==> src/rtl/crc_pkg.sv <==
// ----------------------------------------------------------------------------
// crc_pkg: shared types and constants for the color ratio classifier
// Holds the class codes, register indexes, register reset values, the
// threshold register struct and the control tag passed through the divider cells to the output stage.
// ----------------------------------------------------------------------------
package crc_pkg;

  // Color class codes
  localparam logic [2:0] CLS_UNKNOWN = 3'd0;
  localparam logic [2:0] CLS_YELLOW  = 3'd1;
  localparam logic [2:0] CLS_GREEN   = 3'd2;
  localparam logic [2:0] CLS_BLUE    = 3'd3;
  localparam logic [2:0] CLS_RED     = 3'd4;

  // Output field and register widths
  localparam int unsigned CLASS_W = 3;
  localparam int unsigned RATIO_W = 23;
  localparam int unsigned THR_W   = 16;
  localparam int unsigned CFG_IDX_W = 4;

  localparam logic [RATIO_W-1:0] RATIO_MAX = 23'd8388607;
  localparam logic [6:0]         RATIO_SCALE = 7'd100;

  // Register indexes
  localparam logic [CFG_IDX_W-1:0] REG_RB_UPPER  = 4'd0;
  localparam logic [CFG_IDX_W-1:0] REG_RB_LOWER  = 4'd1;
  localparam logic [CFG_IDX_W-1:0] REG_RG_UPPER  = 4'd2;
  localparam logic [CFG_IDX_W-1:0] REG_RG_LOWER  = 4'd3;
  localparam logic [CFG_IDX_W-1:0] REG_RG_SPLIT  = 4'd4;
  localparam logic [CFG_IDX_W-1:0] REG_RB_YELLOW = 4'd5;
  localparam logic [CFG_IDX_W-1:0] REG_RB_GREEN  = 4'd6;
  localparam logic [CFG_IDX_W-1:0] REG_RB_RED    = 4'd7;

  // Register reset values
  localparam logic [THR_W-1:0] RST_RB_UPPER  = 16'd300;
  localparam logic [THR_W-1:0] RST_RB_LOWER  = 16'd60;
  localparam logic [THR_W-1:0] RST_RG_UPPER  = 16'd600;
  localparam logic [THR_W-1:0] RST_RG_LOWER  = 16'd250;
  localparam logic [THR_W-1:0] RST_RG_SPLIT  = 16'd325;
  localparam logic [THR_W-1:0] RST_RB_YELLOW = 16'd170;
  localparam logic [THR_W-1:0] RST_RB_GREEN  = 16'd140;
  localparam logic [THR_W-1:0] RST_RB_RED    = 16'd160;

  // Threshold register set
  typedef struct packed {
    logic [THR_W-1:0] rb_upper_limit;
    logic [THR_W-1:0] rb_lower_limit;
    logic [THR_W-1:0] rg_upper_limit;
    logic [THR_W-1:0] rg_lower_limit;
    logic [THR_W-1:0] rg_split;
    logic [THR_W-1:0] rb_yellow_min;
    logic [THR_W-1:0] rb_green_min;
    logic [THR_W-1:0] rb_red_min;
  } crc_cfg_t;

  // Control tag that travels with each transaction down the chain
  typedef struct packed {
    logic valid;
    logic rg_zero;
    logic rb_zero;
  } crc_tag_t;

endpackage

==> src/rtl/crc_div_cell.sv <==
// ----------------------------------------------------------------------------
// crc_div_cell: one restoring division step for both ratios
// Each cell resolves one quotient bit of red*100/green and red*100/blue and
// hands the partial remainder, the dividend/quotient word and the divisors
// to the next cell in the following cycle.
// ----------------------------------------------------------------------------
module crc_div_cell #(
  parameter int unsigned COUNT_BITS = 16
) (
  input  logic                   clk,
  input  logic                   rst_n,
  input  crc_pkg::crc_tag_t      tag_i,
  input  logic [COUNT_BITS+6:0]  rg_dq_i,
  input  logic [COUNT_BITS-1:0]  rg_rem_i,
  input  logic [COUNT_BITS-1:0]  g_i,
  input  logic [COUNT_BITS+6:0]  rb_dq_i,
  input  logic [COUNT_BITS-1:0]  rb_rem_i,
  input  logic [COUNT_BITS-1:0]  b_i,
  output crc_pkg::crc_tag_t      tag_o,
  output logic [COUNT_BITS+6:0]  rg_dq_o,
  output logic [COUNT_BITS-1:0]  rg_rem_o,
  output logic [COUNT_BITS-1:0]  g_o,
  output logic [COUNT_BITS+6:0]  rb_dq_o,
  output logic [COUNT_BITS-1:0]  rb_rem_o,
  output logic [COUNT_BITS-1:0]  b_o
);
  import crc_pkg::*;

  localparam int unsigned NW = COUNT_BITS + 7;

  logic [COUNT_BITS:0]   rg_part, rg_diff, rb_part, rb_diff;
  logic                  rg_ge, rb_ge;
  crc_tag_t              tag_r;
  logic [NW-1:0]         rg_dq_r, rb_dq_r, rg_dq_nxt, rb_dq_nxt;
  logic [COUNT_BITS-1:0] rg_rem_r, rb_rem_r, rg_rem_nxt, rb_rem_nxt;
  logic [COUNT_BITS-1:0] g_r, b_r;

  // Shift in next dividend bit, trial subtract, restore on borrow
  always_comb begin
    rg_part    = {rg_rem_i, rg_dq_i[NW-1]};
    rg_ge      = (rg_part >= {1'b0, g_i});
    rg_diff    = rg_part - {1'b0, g_i};
    rg_rem_nxt = rg_ge ? rg_diff[COUNT_BITS-1:0] : rg_part[COUNT_BITS-1:0];
    rg_dq_nxt  = {rg_dq_i[NW-2:0], rg_ge};

    rb_part    = {rb_rem_i, rb_dq_i[NW-1]};
    rb_ge      = (rb_part >= {1'b0, b_i});
    rb_diff    = rb_part - {1'b0, b_i};
    rb_rem_nxt = rb_ge ? rb_diff[COUNT_BITS-1:0] : rb_part[COUNT_BITS-1:0];
    rb_dq_nxt  = {rb_dq_i[NW-2:0], rb_ge};
  end

  // Control tag
  always_ff @(posedge clk) begin
    if (!rst_n) begin
      tag_r <= '0;
    end else begin
      tag_r <= tag_i;
    end
  end

  // Payload
  always_ff @(posedge clk) begin
    rg_dq_r  <= rg_dq_nxt;
    rg_rem_r <= rg_rem_nxt;
    g_r      <= g_i;
    rb_dq_r  <= rb_dq_nxt;
    rb_rem_r <= rb_rem_nxt;
    b_r      <= b_i;
  end

  assign tag_o    = tag_r;
  assign rg_dq_o  = rg_dq_r;
  assign rg_rem_o = rg_rem_r;
  assign g_o      = g_r;
  assign rb_dq_o  = rb_dq_r;
  assign rb_rem_o = rb_rem_r;
  assign b_o      = b_r;

endmodule

==> src/rtl/crc_classify.sv <==
// ----------------------------------------------------------------------------
// crc_classify: ratio saturation, window checks and color decision
// Takes the finished quotients from the end of the divider chain, compares
// the exact ratios against the thresholds and registers the result.
// ----------------------------------------------------------------------------
module crc_classify #(
  parameter int unsigned COUNT_BITS = 16
) (
  input  logic                          clk,
  input  logic                          rst_n,
  input  crc_pkg::crc_tag_t             tag_i,
  input  logic [COUNT_BITS+6:0]         rg_q_i,
  input  logic [COUNT_BITS+6:0]         rb_q_i,
  input  crc_pkg::crc_cfg_t             cfg_i,
  output logic                          out_valid,
  output logic [crc_pkg::CLASS_W-1:0]   out_color_class,
  output logic [crc_pkg::RATIO_W-1:0]   out_rg_ratio,
  output logic [crc_pkg::RATIO_W-1:0]   out_rb_ratio,
  output logic                          out_zero_divisor
);
  import crc_pkg::*;

  localparam int unsigned NW = COUNT_BITS + 7;
  localparam int unsigned CW = (NW > RATIO_W) ? NW : RATIO_W;

  logic [CW-1:0]      rg_ext, rb_ext;
  logic               zero;
  logic               outside;
  logic [CLASS_W-1:0] cls_nxt;
  logic [RATIO_W-1:0] rg_nxt, rb_nxt;

  logic               valid_r;
  logic [CLASS_W-1:0] cls_r;
  logic [RATIO_W-1:0] rg_r, rb_r;
  logic               zero_r;

  // Saturated ratios and class decision on exact quotients
  always_comb begin
    rg_ext  = CW'(rg_q_i);
    rb_ext  = CW'(rb_q_i);
    zero    = tag_i.rg_zero | tag_i.rb_zero;
    outside = (rb_ext > CW'(cfg_i.rb_upper_limit)) ||
              (rb_ext < CW'(cfg_i.rb_lower_limit)) ||
              (rg_ext > CW'(cfg_i.rg_upper_limit)) ||
              (rg_ext < CW'(cfg_i.rg_lower_limit));

    priority if (zero || outside) begin
      cls_nxt = CLS_UNKNOWN;
    end else if (rg_ext < CW'(cfg_i.rg_split)) begin
      priority if (rb_ext > CW'(cfg_i.rb_yellow_min)) begin
        cls_nxt = CLS_YELLOW;
      end else if (rb_ext > CW'(cfg_i.rb_green_min)) begin
        cls_nxt = CLS_GREEN;
      end else begin
        cls_nxt = CLS_BLUE;
      end
    end else if (rb_ext > CW'(cfg_i.rb_red_min)) begin
      cls_nxt = CLS_RED;
    end else begin
      cls_nxt = CLS_UNKNOWN;
    end

    if (tag_i.rg_zero) begin
      rg_nxt = '0;
    end else if (rg_ext > CW'(RATIO_MAX)) begin
      rg_nxt = RATIO_MAX;
    end else begin
      rg_nxt = rg_ext[RATIO_W-1:0];
    end

    if (tag_i.rb_zero) begin
      rb_nxt = '0;
    end else if (rb_ext > CW'(RATIO_MAX)) begin
      rb_nxt = RATIO_MAX;
    end else begin
      rb_nxt = rb_ext[RATIO_W-1:0];
    end
  end

  // Result strobe
  always_ff @(posedge clk) begin
    if (!rst_n) begin
      valid_r <= 1'b0;
    end else begin
      valid_r <= tag_i.valid;
    end
  end

  // Result payload
  always_ff @(posedge clk) begin
    cls_r  <= cls_nxt;
    rg_r   <= rg_nxt;
    rb_r   <= rb_nxt;
    zero_r <= zero;
  end

  assign out_valid        = valid_r;
  assign out_color_class  = cls_r;
  assign out_rg_ratio     = rg_r;
  assign out_rb_ratio     = rb_r;
  assign out_zero_divisor = zero_r;

endmodule

==> src/rtl/color_ratio_classifier.sv <==
// ----------------------------------------------------------------------------
// color_ratio_classifier: color class from red/green/blue sensor counts
// Forms red*100/green and red*100/blue in a row of division cells and
// classifies the color against eight threshold registers.
// ----------------------------------------------------------------------------
// Usage:
//   Input: a transaction is taken when start is high and busy is low. busy
//   is high only in the cycle after reset and low otherwise, so a new count
//   set can be issued in every cycle.
//   Output: each transaction gives one result, shown for one cycle with
//   out_valid high. The receiver cannot stall; results come in issue order.
//   Pipeline: the multiply by 100 is registered, then there is one division
//   cell per quotient bit (COUNT_BITS + 7 cells), then the classification is
//   registered. Throughput is one transaction per cycle while busy is low,
//   set by the chain of cells.
//   Configuration: cfg_ready is always high; a write to index 0..7 updates
//   that threshold, other indexes are ignored. Write only while idle.
//   Reset: synchronous, active low; thresholds return to their defaults and
//   any transaction in flight is dropped.
// ----------------------------------------------------------------------------
module color_ratio_classifier #(
  parameter int unsigned COUNT_BITS = 16
) (
  input  logic                            clk,
  input  logic                            rst_n,
  // Input channel
  input  logic                            start,
  output logic                            busy,
  input  logic [COUNT_BITS-1:0]           in_red_count,
  input  logic [COUNT_BITS-1:0]           in_green_count,
  input  logic [COUNT_BITS-1:0]           in_blue_count,
  // Result channel
  output logic                            out_valid,
  output logic [crc_pkg::CLASS_W-1:0]     out_color_class,
  output logic [crc_pkg::RATIO_W-1:0]     out_rg_ratio,
  output logic [crc_pkg::RATIO_W-1:0]     out_rb_ratio,
  output logic                            out_zero_divisor,
  // Configuration channel
  input  logic                            cfg_valid,
  output logic                            cfg_ready,
  input  logic [crc_pkg::CFG_IDX_W-1:0]   cfg_index,
  input  logic [crc_pkg::THR_W-1:0]       cfg_data
);
  import crc_pkg::*;

  localparam int unsigned NW = COUNT_BITS + 7;

  logic     busy_r;
  logic     accept;
  crc_cfg_t cfg_r;

  // Chain taps: index 0 is the multiply stage, index NW the last cell
  crc_tag_t              tag_s    [0:NW];
  logic [NW-1:0]         rg_dq_s  [0:NW];
  logic [NW-1:0]         rb_dq_s  [0:NW];
  logic [COUNT_BITS-1:0] rg_rem_s [0:NW];
  logic [COUNT_BITS-1:0] rb_rem_s [0:NW];
  logic [COUNT_BITS-1:0] g_s      [0:NW];
  logic [COUNT_BITS-1:0] b_s      [0:NW];

  crc_tag_t              tag0_r;
  logic [NW-1:0]         num_r;
  logic [COUNT_BITS-1:0] g0_r, b0_r;

  assign accept    = start & ~busy_r;
  assign busy      = busy_r;
  assign cfg_ready = 1'b1;

  // Hold off the first cycle after reset
  always_ff @(posedge clk) begin
    if (!rst_n) begin
      busy_r <= 1'b1;
    end else begin
      busy_r <= 1'b0;
    end
  end

  // Threshold registers
  always_ff @(posedge clk) begin
    if (!rst_n) begin
      cfg_r.rb_upper_limit <= RST_RB_UPPER;
      cfg_r.rb_lower_limit <= RST_RB_LOWER;
      cfg_r.rg_upper_limit <= RST_RG_UPPER;
      cfg_r.rg_lower_limit <= RST_RG_LOWER;
      cfg_r.rg_split       <= RST_RG_SPLIT;
      cfg_r.rb_yellow_min  <= RST_RB_YELLOW;
      cfg_r.rb_green_min   <= RST_RB_GREEN;
      cfg_r.rb_red_min     <= RST_RB_RED;
    end else if (cfg_valid) begin
      unique case (cfg_index)
        REG_RB_UPPER:  cfg_r.rb_upper_limit <= cfg_data;
        REG_RB_LOWER:  cfg_r.rb_lower_limit <= cfg_data;
        REG_RG_UPPER:  cfg_r.rg_upper_limit <= cfg_data;
        REG_RG_LOWER:  cfg_r.rg_lower_limit <= cfg_data;
        REG_RG_SPLIT:  cfg_r.rg_split       <= cfg_data;
        REG_RB_YELLOW: cfg_r.rb_yellow_min  <= cfg_data;
        REG_RB_GREEN:  cfg_r.rb_green_min   <= cfg_data;
        REG_RB_RED:    cfg_r.rb_red_min     <= cfg_data;
        default: ;
      endcase
    end
  end

  // Multiply stage: control tag
  always_ff @(posedge clk) begin
    if (!rst_n) begin
      tag0_r <= '0;
    end else begin
      tag0_r.valid   <= accept;
      tag0_r.rg_zero <= (in_green_count == '0);
      tag0_r.rb_zero <= (in_blue_count == '0);
    end
  end

  // Multiply stage: red * 100 and divisors
  always_ff @(posedge clk) begin
    num_r <= NW'(in_red_count) * NW'(RATIO_SCALE);
    g0_r  <= in_green_count;
    b0_r  <= in_blue_count;
  end

  assign tag_s[0]    = tag0_r;
  assign rg_dq_s[0]  = num_r;
  assign rb_dq_s[0]  = num_r;
  assign rg_rem_s[0] = '0;
  assign rb_rem_s[0] = '0;
  assign g_s[0]      = g0_r;
  assign b_s[0]      = b0_r;

  // Division chain: one cell per quotient bit, MSB first
  for (genvar i = 0; i < NW; i++) begin : g_cell
    crc_div_cell #(
      .COUNT_BITS (COUNT_BITS)
    ) u_cell (
      .clk      (clk),
      .rst_n    (rst_n),
      .tag_i    (tag_s[i]),
      .rg_dq_i  (rg_dq_s[i]),
      .rg_rem_i (rg_rem_s[i]),
      .g_i      (g_s[i]),
      .rb_dq_i  (rb_dq_s[i]),
      .rb_rem_i (rb_rem_s[i]),
      .b_i      (b_s[i]),
      .tag_o    (tag_s[i+1]),
      .rg_dq_o  (rg_dq_s[i+1]),
      .rg_rem_o (rg_rem_s[i+1]),
      .g_o      (g_s[i+1]),
      .rb_dq_o  (rb_dq_s[i+1]),
      .rb_rem_o (rb_rem_s[i+1]),
      .b_o      (b_s[i+1])
    );
  end

  // Output stage
  crc_classify #(
    .COUNT_BITS (COUNT_BITS)
  ) u_classify (
    .clk              (clk),
    .rst_n            (rst_n),
    .tag_i            (tag_s[NW]),
    .rg_q_i           (rg_dq_s[NW]),
    .rb_q_i           (rb_dq_s[NW]),
    .cfg_i            (cfg_r),
    .out_valid        (out_valid),
    .out_color_class  (out_color_class),
    .out_rg_ratio     (out_rg_ratio),
    .out_rb_ratio     (out_rb_ratio),
    .out_zero_divisor (out_zero_divisor)
  );

endmodule
==> config.mk <==
export PLATFORM = sky130hd
export DESIGN_NAME = color_ratio_classifier
export DESIGN_NICKNAME = d
export VERILOG_FILES = /design/src/rtl/crc_pkg.sv /design/src/rtl/crc_div_cell.sv /design/src/rtl/crc_classify.sv /design/src/rtl/color_ratio_classifier.sv
export SDC_FILE = /design/constraint.sdc
export NUM_CORES = 2
export LEC_CHECK = 0
export CORE_ASPECT_RATIO = 1.5
export CORE_UTILIZATION = 59
export CTS_CLUSTER_DIAMETER = 30
export DETAILED_ROUTE_END_ITERATION = 8
export DONT_BUFFER_PORTS = 1
export GPL_ROUTABILITY_DRIVEN = 0
export PLACE_DENSITY = 0.75
export SLEW_MARGIN = 20
export SYNTH_ARGS = -nofsm -noshare
export SYNTH_HDL_FRONTEND = slang
export SYNTH_SLANG_ARGS = --single-unit
export TNS_END_PERCENT = 100
==> constraint.sdc <==
create_clock -name clk -period 8.27 [get_ports clk]
set_input_delay 1.654 -clock clk [delete_from_list [all_inputs] [get_ports clk]]
set_output_delay 1.654 -clock clk [all_outputs]
set_load 0.1 [all_outputs]
**Word level (Yosys, flattened, before mapping)**

Index checks and enable logic that the tools add are counted.

- Register bits: 2685
- Bits in latches: 0
- RAM bits: 0
- Memory bits (read-only): 0
- Bits of input ports: 72
- Output and inout port bits: 53
- Logic and storage cells: 404
- Memories kept: 0

- Add/subtract/negate cells: 44
- $mul: 1
- Div/mod/pow operators: 0
- $lt $le $gt $ge: 56
- Equality and inequality tests: 7
- Shifts and indexed selects: 0
- Mux-type cells: 51
- Bitwise logic cells: 3
- Reductions and logical operators: 15

Operators with widths:

| operator | number |
|---|---|
| 17-bit by 16-bit >= comparator with 1-bit output | 44 |
| 16-bit two-way mux | 42 |
| 16-bit subtractor | 42 |
| 23-bit by 16-bit greater-than comparator with 1-bit output | 5 |
| 23-bit by 16-bit < comparator with 1-bit output | 3 |
| 23-bit greater-than comparator, second input constant | 2 |
| 23-bit two-way mux | 2 |
| 1-bit by 16-bit >= comparator with 1-bit output | 2 |
| 16-bit logical NOT | 2 |
| 1-bit by 16-bit subtractor with 16-bit output | 2 |
| 16-bit by 5-bit multiplier with 21-bit output, second input constant | 1 |
| 4-bit by 3-bit == test with 1-bit output, second input constant | 4 |
| 2-bit AND reduction | 8 |
| 3-bit two-way mux | 3 |
| 4-bit by 2-bit == test with 1-bit output, second input constant | 2 |
| 4-bit by 1-bit == test with 1-bit output, second input constant | 1 |
| 4-bit logical NOT | 1 |
| 1-bit logical OR | 4 |
| 1-bit two-way mux | 4 |
| 1-bit bitwise AND | 1 |
| 1-bit NOT | 1 |
| 1-bit OR | 1 |

**Longest topological paths before layout**

- Depth in word-level cells: 5
- Mapped depth: 14
- Depth with buffers taken out: 14

**Modules after synthesis**

Synthesis repeated with hierarchy kept, for this count alone.

- Cells, all modules: 11359
- Area total of the unflattened synthesis: 118668.8 um^2

Modules (own cells, without submodules):

| module | instances | cells each | area each (um^2) | seq. area each (um^2) |
|---|---|---|---|---|
| crc_div_cell (g_cell[0].u_cell ...) | 17 | 436 | 4653.2 | 2262.2 |
| crc_div_cell (g_cell[17].u_cell ...) | 4 | 431 | 4692.0 | 2262.2 |
| color_ratio_classifier | 1 | 836 | 7328.3 | 3703.6 |
| crc_classify | 1 | 552 | 4601.9 | 1021.0 |
| crc_div_cell (g_cell[7].u_cell) | 1 | 410 | 4485.6 | 2262.2 |
| crc_div_cell (g_cell[1].u_cell) | 1 | 425 | 4380.5 | 2262.2 |

**Worst setup path after synthesis**

Ideal clock, no wire load.

- Path type: input to register
- Start: input port in_red_count[6]
- End: register num_r[22]
- Library setup time: 0.072 ns
- Data arrival time: 4.274 ns
- Required time: 8.198 ns
- Path slack: 3.924 ns
- Stages on the path: 13
- Path buffers: 0
- Cell sequence: ha_1 ha_1 inv_1 fa_1 inv_1 ha_1 or3_1 o211ai_1 a31oi_1 a31oi_1 o21bai_1 a21oi_1 xnor2_1

- Longest elaborated chain between the ends: 1

Ends and longest elaborated chain:

| item | RTL line | RTL |
|---|---|---|
| start, declared | color_ratio_classifier.sv:29 | `input logic [COUNT_BITS-1:0] in_red_count,` |
| 16-bit by 5-bit multiplier with 21-bit output | color_ratio_classifier.sv:117 | `num_r <= NW'(in_red_count) * NW'(RATIO_SCALE);` |
| end signal, assigned | color_ratio_classifier.sv:117 |  |
| end, declared | color_ratio_classifier.sv:62 | `logic [NW-1:0] num_r;` |

No other way between the ends.
A chain may end at the register's enable or synchronous reset.

**Final worst setup path**

Ends and elaborated chain as after synthesis.

==> key figures <==
Run status
  • Status: complete, no violations

Yosys
  • Ys async rst share: 0
  • Syn_nets: 10.6k
  • Synthesis-stage register bit count: 2475
  • Top FF cell, synth: dfxtp_1
  • Yosys warning count: 0
  • EDFF count, synth: 0
  • Post-Synthesis Cells: 9569
  • Synthesized area: 97900 um^2
  • Seq/Total Area, Yosys: 0.506
  • Syn Area/Cell: 10.2 um^2
  • Netlist cell types: 91

STA
  • Slew @ Worst Pin: 1080 ps
  • Slew margin rel.: 0.279
  • Final Worst Setup Slack: 4460 ps
  • Max-slew violation count: 0
  • Fin Clk Skew: 66.5 ps
  • Endpoints failing hold: 0
  • Final setup violation count: 0
  • RSZ-0062 raised after global routing: false
  • Setup TNS: 0 ps
  • Final period util: 0.461
  • Fmax: 0.262 GHz
  • Time the worst path needs with I/O delays and setup: 3810 ps

CTS
  • Clock buffer depth: 4
  • Clk root buf: clkbuf_16
  • CTS HTree Levels: 5
  • CTS resizes: 0
  • Clk sinks: 2475
  • CTS clock-pin slew for the worst setup and hold paths: 60 ps
  • Clock Latency Late Sink: 950 ps
  • Cts hold-fix bufs: 0
  • Setup bufs post-CTS: 0
  • TritonCTS Buffers: 354
  • CTS tree: done

Setup path
  • CP dominant cell by count: ha_1
  • CP max stage cell: fa_1
  • Slowest Stage Delay on Critical Path: 490 ps
  • Critical path endpoint category: register
  • CP max FO: 5
  • Crit-path cells: ha_1 -> ha_1 -> inv_1 -> fa_1 -> inv_1 -> ha_1 -> or3_1 -> o211ai_1 -> a31oi_1 -> a31oi_1 -> o21bai_1 -> a21oi_1 -> xnor2_1
  • WP data required: 9080 ps
  • Worst Setup Path Type: input pin to register
  • Worst path arrival time: 4620 ps
  • Critical path launch point type: input pin

Final layout
  • Fraction of layout cells with a size suffix above 1: 0.109
  • Layout area overhead: 14.4%
  • Design Area, Final: 112000 um^2
  • Fin util: 0.682
  • Nets: 10.8k
  • Non-filler cells, final: 12.3k

Drt
  • Per-cell routed wire length: 17.2 um
  • Drt total wl: 212 mm
  • Remaining DRCs: 0
  • Remaining antenna violation count: 0
  • Via Count: 67.7k
  • Pre-Repair DR Iteration Count: 6
  • Iter 0 DRT Violations: 2879
  • DR vias/cell: 5.52

Floorplanning
  • Starting Density: 0.596
  • Core Region: 164000 um^2
  • Num rows: 182
  • Die Height: 501 um
  • Die area: 168000 um^2
  • Io pins: 125
  • Die W: 335 um

Pwr
  • Static Leak: 0.0510 uW
  • Switching Power: 14700 uW
  • Switch share: 0.331
  • Cell area power density: 397 nW/um^2
  • Gate power share: 0.309
  • Clock power share: 0.330
  • Sequential Power Share: 0.361
  • Cell Int Power: 29800 uW
  • VDD IR max: 0.000299 V

Global route
  • Global-route wire length before repair: 338 mm
  • Largest net degree at the start of global routing: 103
  • Vias in the first global route: 71.7k
  • GRT overflow: 0
  • Initial antenna violation count: 4
  • GRT Total Usage: 0.249

Place
  • Post-Place Cell Area: 100000 um^2
  • Hpwl dp: 154 mm
  • I/O Buffers: 0
  • Pre-CTS setup slack: 3610 ps
  • Cells after DPL: 11.6k

Hold path
  • HP Class: register to register

Run
  • Max-Cap Viols: 0
-- kinds of logic (layout without fill, tap and decap cells) --
| logic type | Yosys count | after routing | synth area share |
|---|---|---|---|
| compound gates | 1914 | 1914 | 0.125 |
| xor+xnor | 450 | 450 | 0.0402 |
| fa+ha+maj | 936 | 936 | 0.124 |
| buf+inv | 1168 | 1656 | 0.0461 |
| flops | 2475 | 2475 | 0.506 |
| mux | 426 | 426 | 0.0482 |
| other cells | 1 | 2 | 0.0000383 |
| simple gates | 2199 | 2199 | 0.111 |
-- critical path: cells and delay by family --
kind	cells	cell delay, ps
AO/OA/AOI/OAI	5	1010
XOR/XNOR	1	130
adder cells (fa/ha/maj)	4	1310
buffers and inverters	2	100
AND/OR/NAND/NOR	1	420
-- layout by cell type, fill, tap and decap left out, types with 31 or more instances in the layout --
master / n
or3_1: 34
clkbuf_16: 356
a31oi_1: 77
nand3_1: 111
dfxtp_1: 2475
a211oi_1: 51
inv_6: 38
nor3_1: 180
inv_1: 1003
a21o_1: 199
a21oi_1: 638
nor2b_1: 161
o21a_1: 145
nand2b_1: 101
xor2_1: 181
a21boi_0: 36
fa_1: 53
clkinvlp_4: 40
or2_2: 53
o31a_1: 67
o31ai_1: 41
mux2_2: 358
nand4_1: 145
clkinv_2: 31
o211ai_1: 80
nor2_1: 504
o21ai_0: 380
clkbuf_1: 33
nand2_1: 582
mux2i_1: 59
ha_1: 883
and2_1: 98
nor4_1: 72
and3_1: 72
xnor2_1: 269
-- worst paths after layout --
| kind | startpoint | endpoint | slack (ps) | cells after the start |
|---|---|---|---|---|
| max | in_red_count[6] | num_r[22]$_DFF_P_ | 4460 | 13 |
| min | g_cell[7].u_cell.rg_dq_o[2]$_DFF_P_ | g_cell[8].u_cell.rg_dq_o[3]$_DFF_P_ | 260 | 0 |
| max reg2reg | g_cell[2].u_cell.g_o[6]$_DFF_P_ | g_cell[3].u_cell.rg_rem_o[7]$_DFF_P_ | 4510 | 11 |
| min reg2reg | g_cell[7].u_cell.rg_dq_o[2]$_DFF_P_ | g_cell[8].u_cell.rg_dq_o[3]$_DFF_P_ | 260 | 0 |
-- state kept, by name, indices dropped and copies added, names as in the netlist, 3 cells and up --
register / cells
b0_r: 16
cfg_r: 128
g0_r: 16
g_cell.u_cell.b_o: 352
g_cell.u_cell.g_o: 352
g_cell.u_cell.rb_dq_o: 276
g_cell.u_cell.rb_rem_o: 352
g_cell.u_cell.rg_dq_o: 486
g_cell.u_cell.rg_rem_o: 352
g_cell.u_cell.tag_o: 69
num_r: 21
tag0_r: 3
u_classify.out_color_class: 3
u_classify.out_rb_ratio: 23
u_classify.out_rg_ratio: 23
-- power groups by stage --
stage	clock, uW	combinational (uW)	sequential [uW]
floorplan	0	10700	15800
global placement	0	12900	16200
detailed placement	0	13400	16300
CTS	14900	13600	16100
global route	15500	15200	16300
finish	14700	13700	16100
-- Yosys cell counts, drive strengths merged (24+ instances only) --
cell / number / area [um^2]
clkbuf: 99 / 372
fa: 53 / 1060
a21oi: 639 / 3200
o31ai: 43 / 333
a211oi: 51 / 383
o21ai: 384 / 1930
xor2: 181 / 1590
nand3: 111 / 556
dfxtp: 2475 / 49500
and3: 72 / 450
mux2i: 59 / 591
xnor2: 269 / 2360
inv: 1008 / 3780
a21boi: 37 / 278
o211ai: 81 / 613
ha: 883 / 11000
nor2: 504 / 1890
and2: 98 / 613
o21a: 145 / 1090
or2: 54 / 338
nand4: 145 / 907
a2111oi: 24 / 287
o21bai: 24 / 180
nor4: 73 / 457
or3: 34 / 213
nor3: 184 / 936
mux2: 367 / 4130
nand2: 583 / 2190
a31oi: 78 / 494
nand2b: 101 / 632
o31a: 67 / 587
a21o: 199 / 1490
nor2b: 161 / 1010
buf: 61 / 358
-- through the flow --
stage                     power, uW  hold slack, ps
final                         44500             259
after global routing          47000             269
after CTS                     44600             259
after detailed placement      29700             312
after global placement        29100             310
after floorplan               26500             310
-- final cells by class --
cell class / count / area, um^2
Inverter: 1008 / 3780
Sequential cell: 2475 / 49500
Antenna cell: 1 / 2.50
Clock buffer: 419 / 9450
Clock inverter: 205 / 2400
Timing Repair Buffer: 24 / 184
Fill cell: 11900 / 52400
Multi-Input combinational cell: 5926 / 43900
Tap cell: 2208 / 2760
-- metal layers --
layer | vias to the layer above | part of all wire | routed length [um] | GRT usage
met5 | - | 0.000099 | 21 | 0
met4 | 4 | 0.084 | 17800 | 0.208
met3 | 912 | 0.039 | 8310 | 0.0446
met2 | 1696 | 0.55 | 116000 | 0.499
met1 | 31700 | 0.33 | 69200 | 0.205
li1 | 33400 | - | - | -
Note: power is estimated with default switching activity, not from simulation.
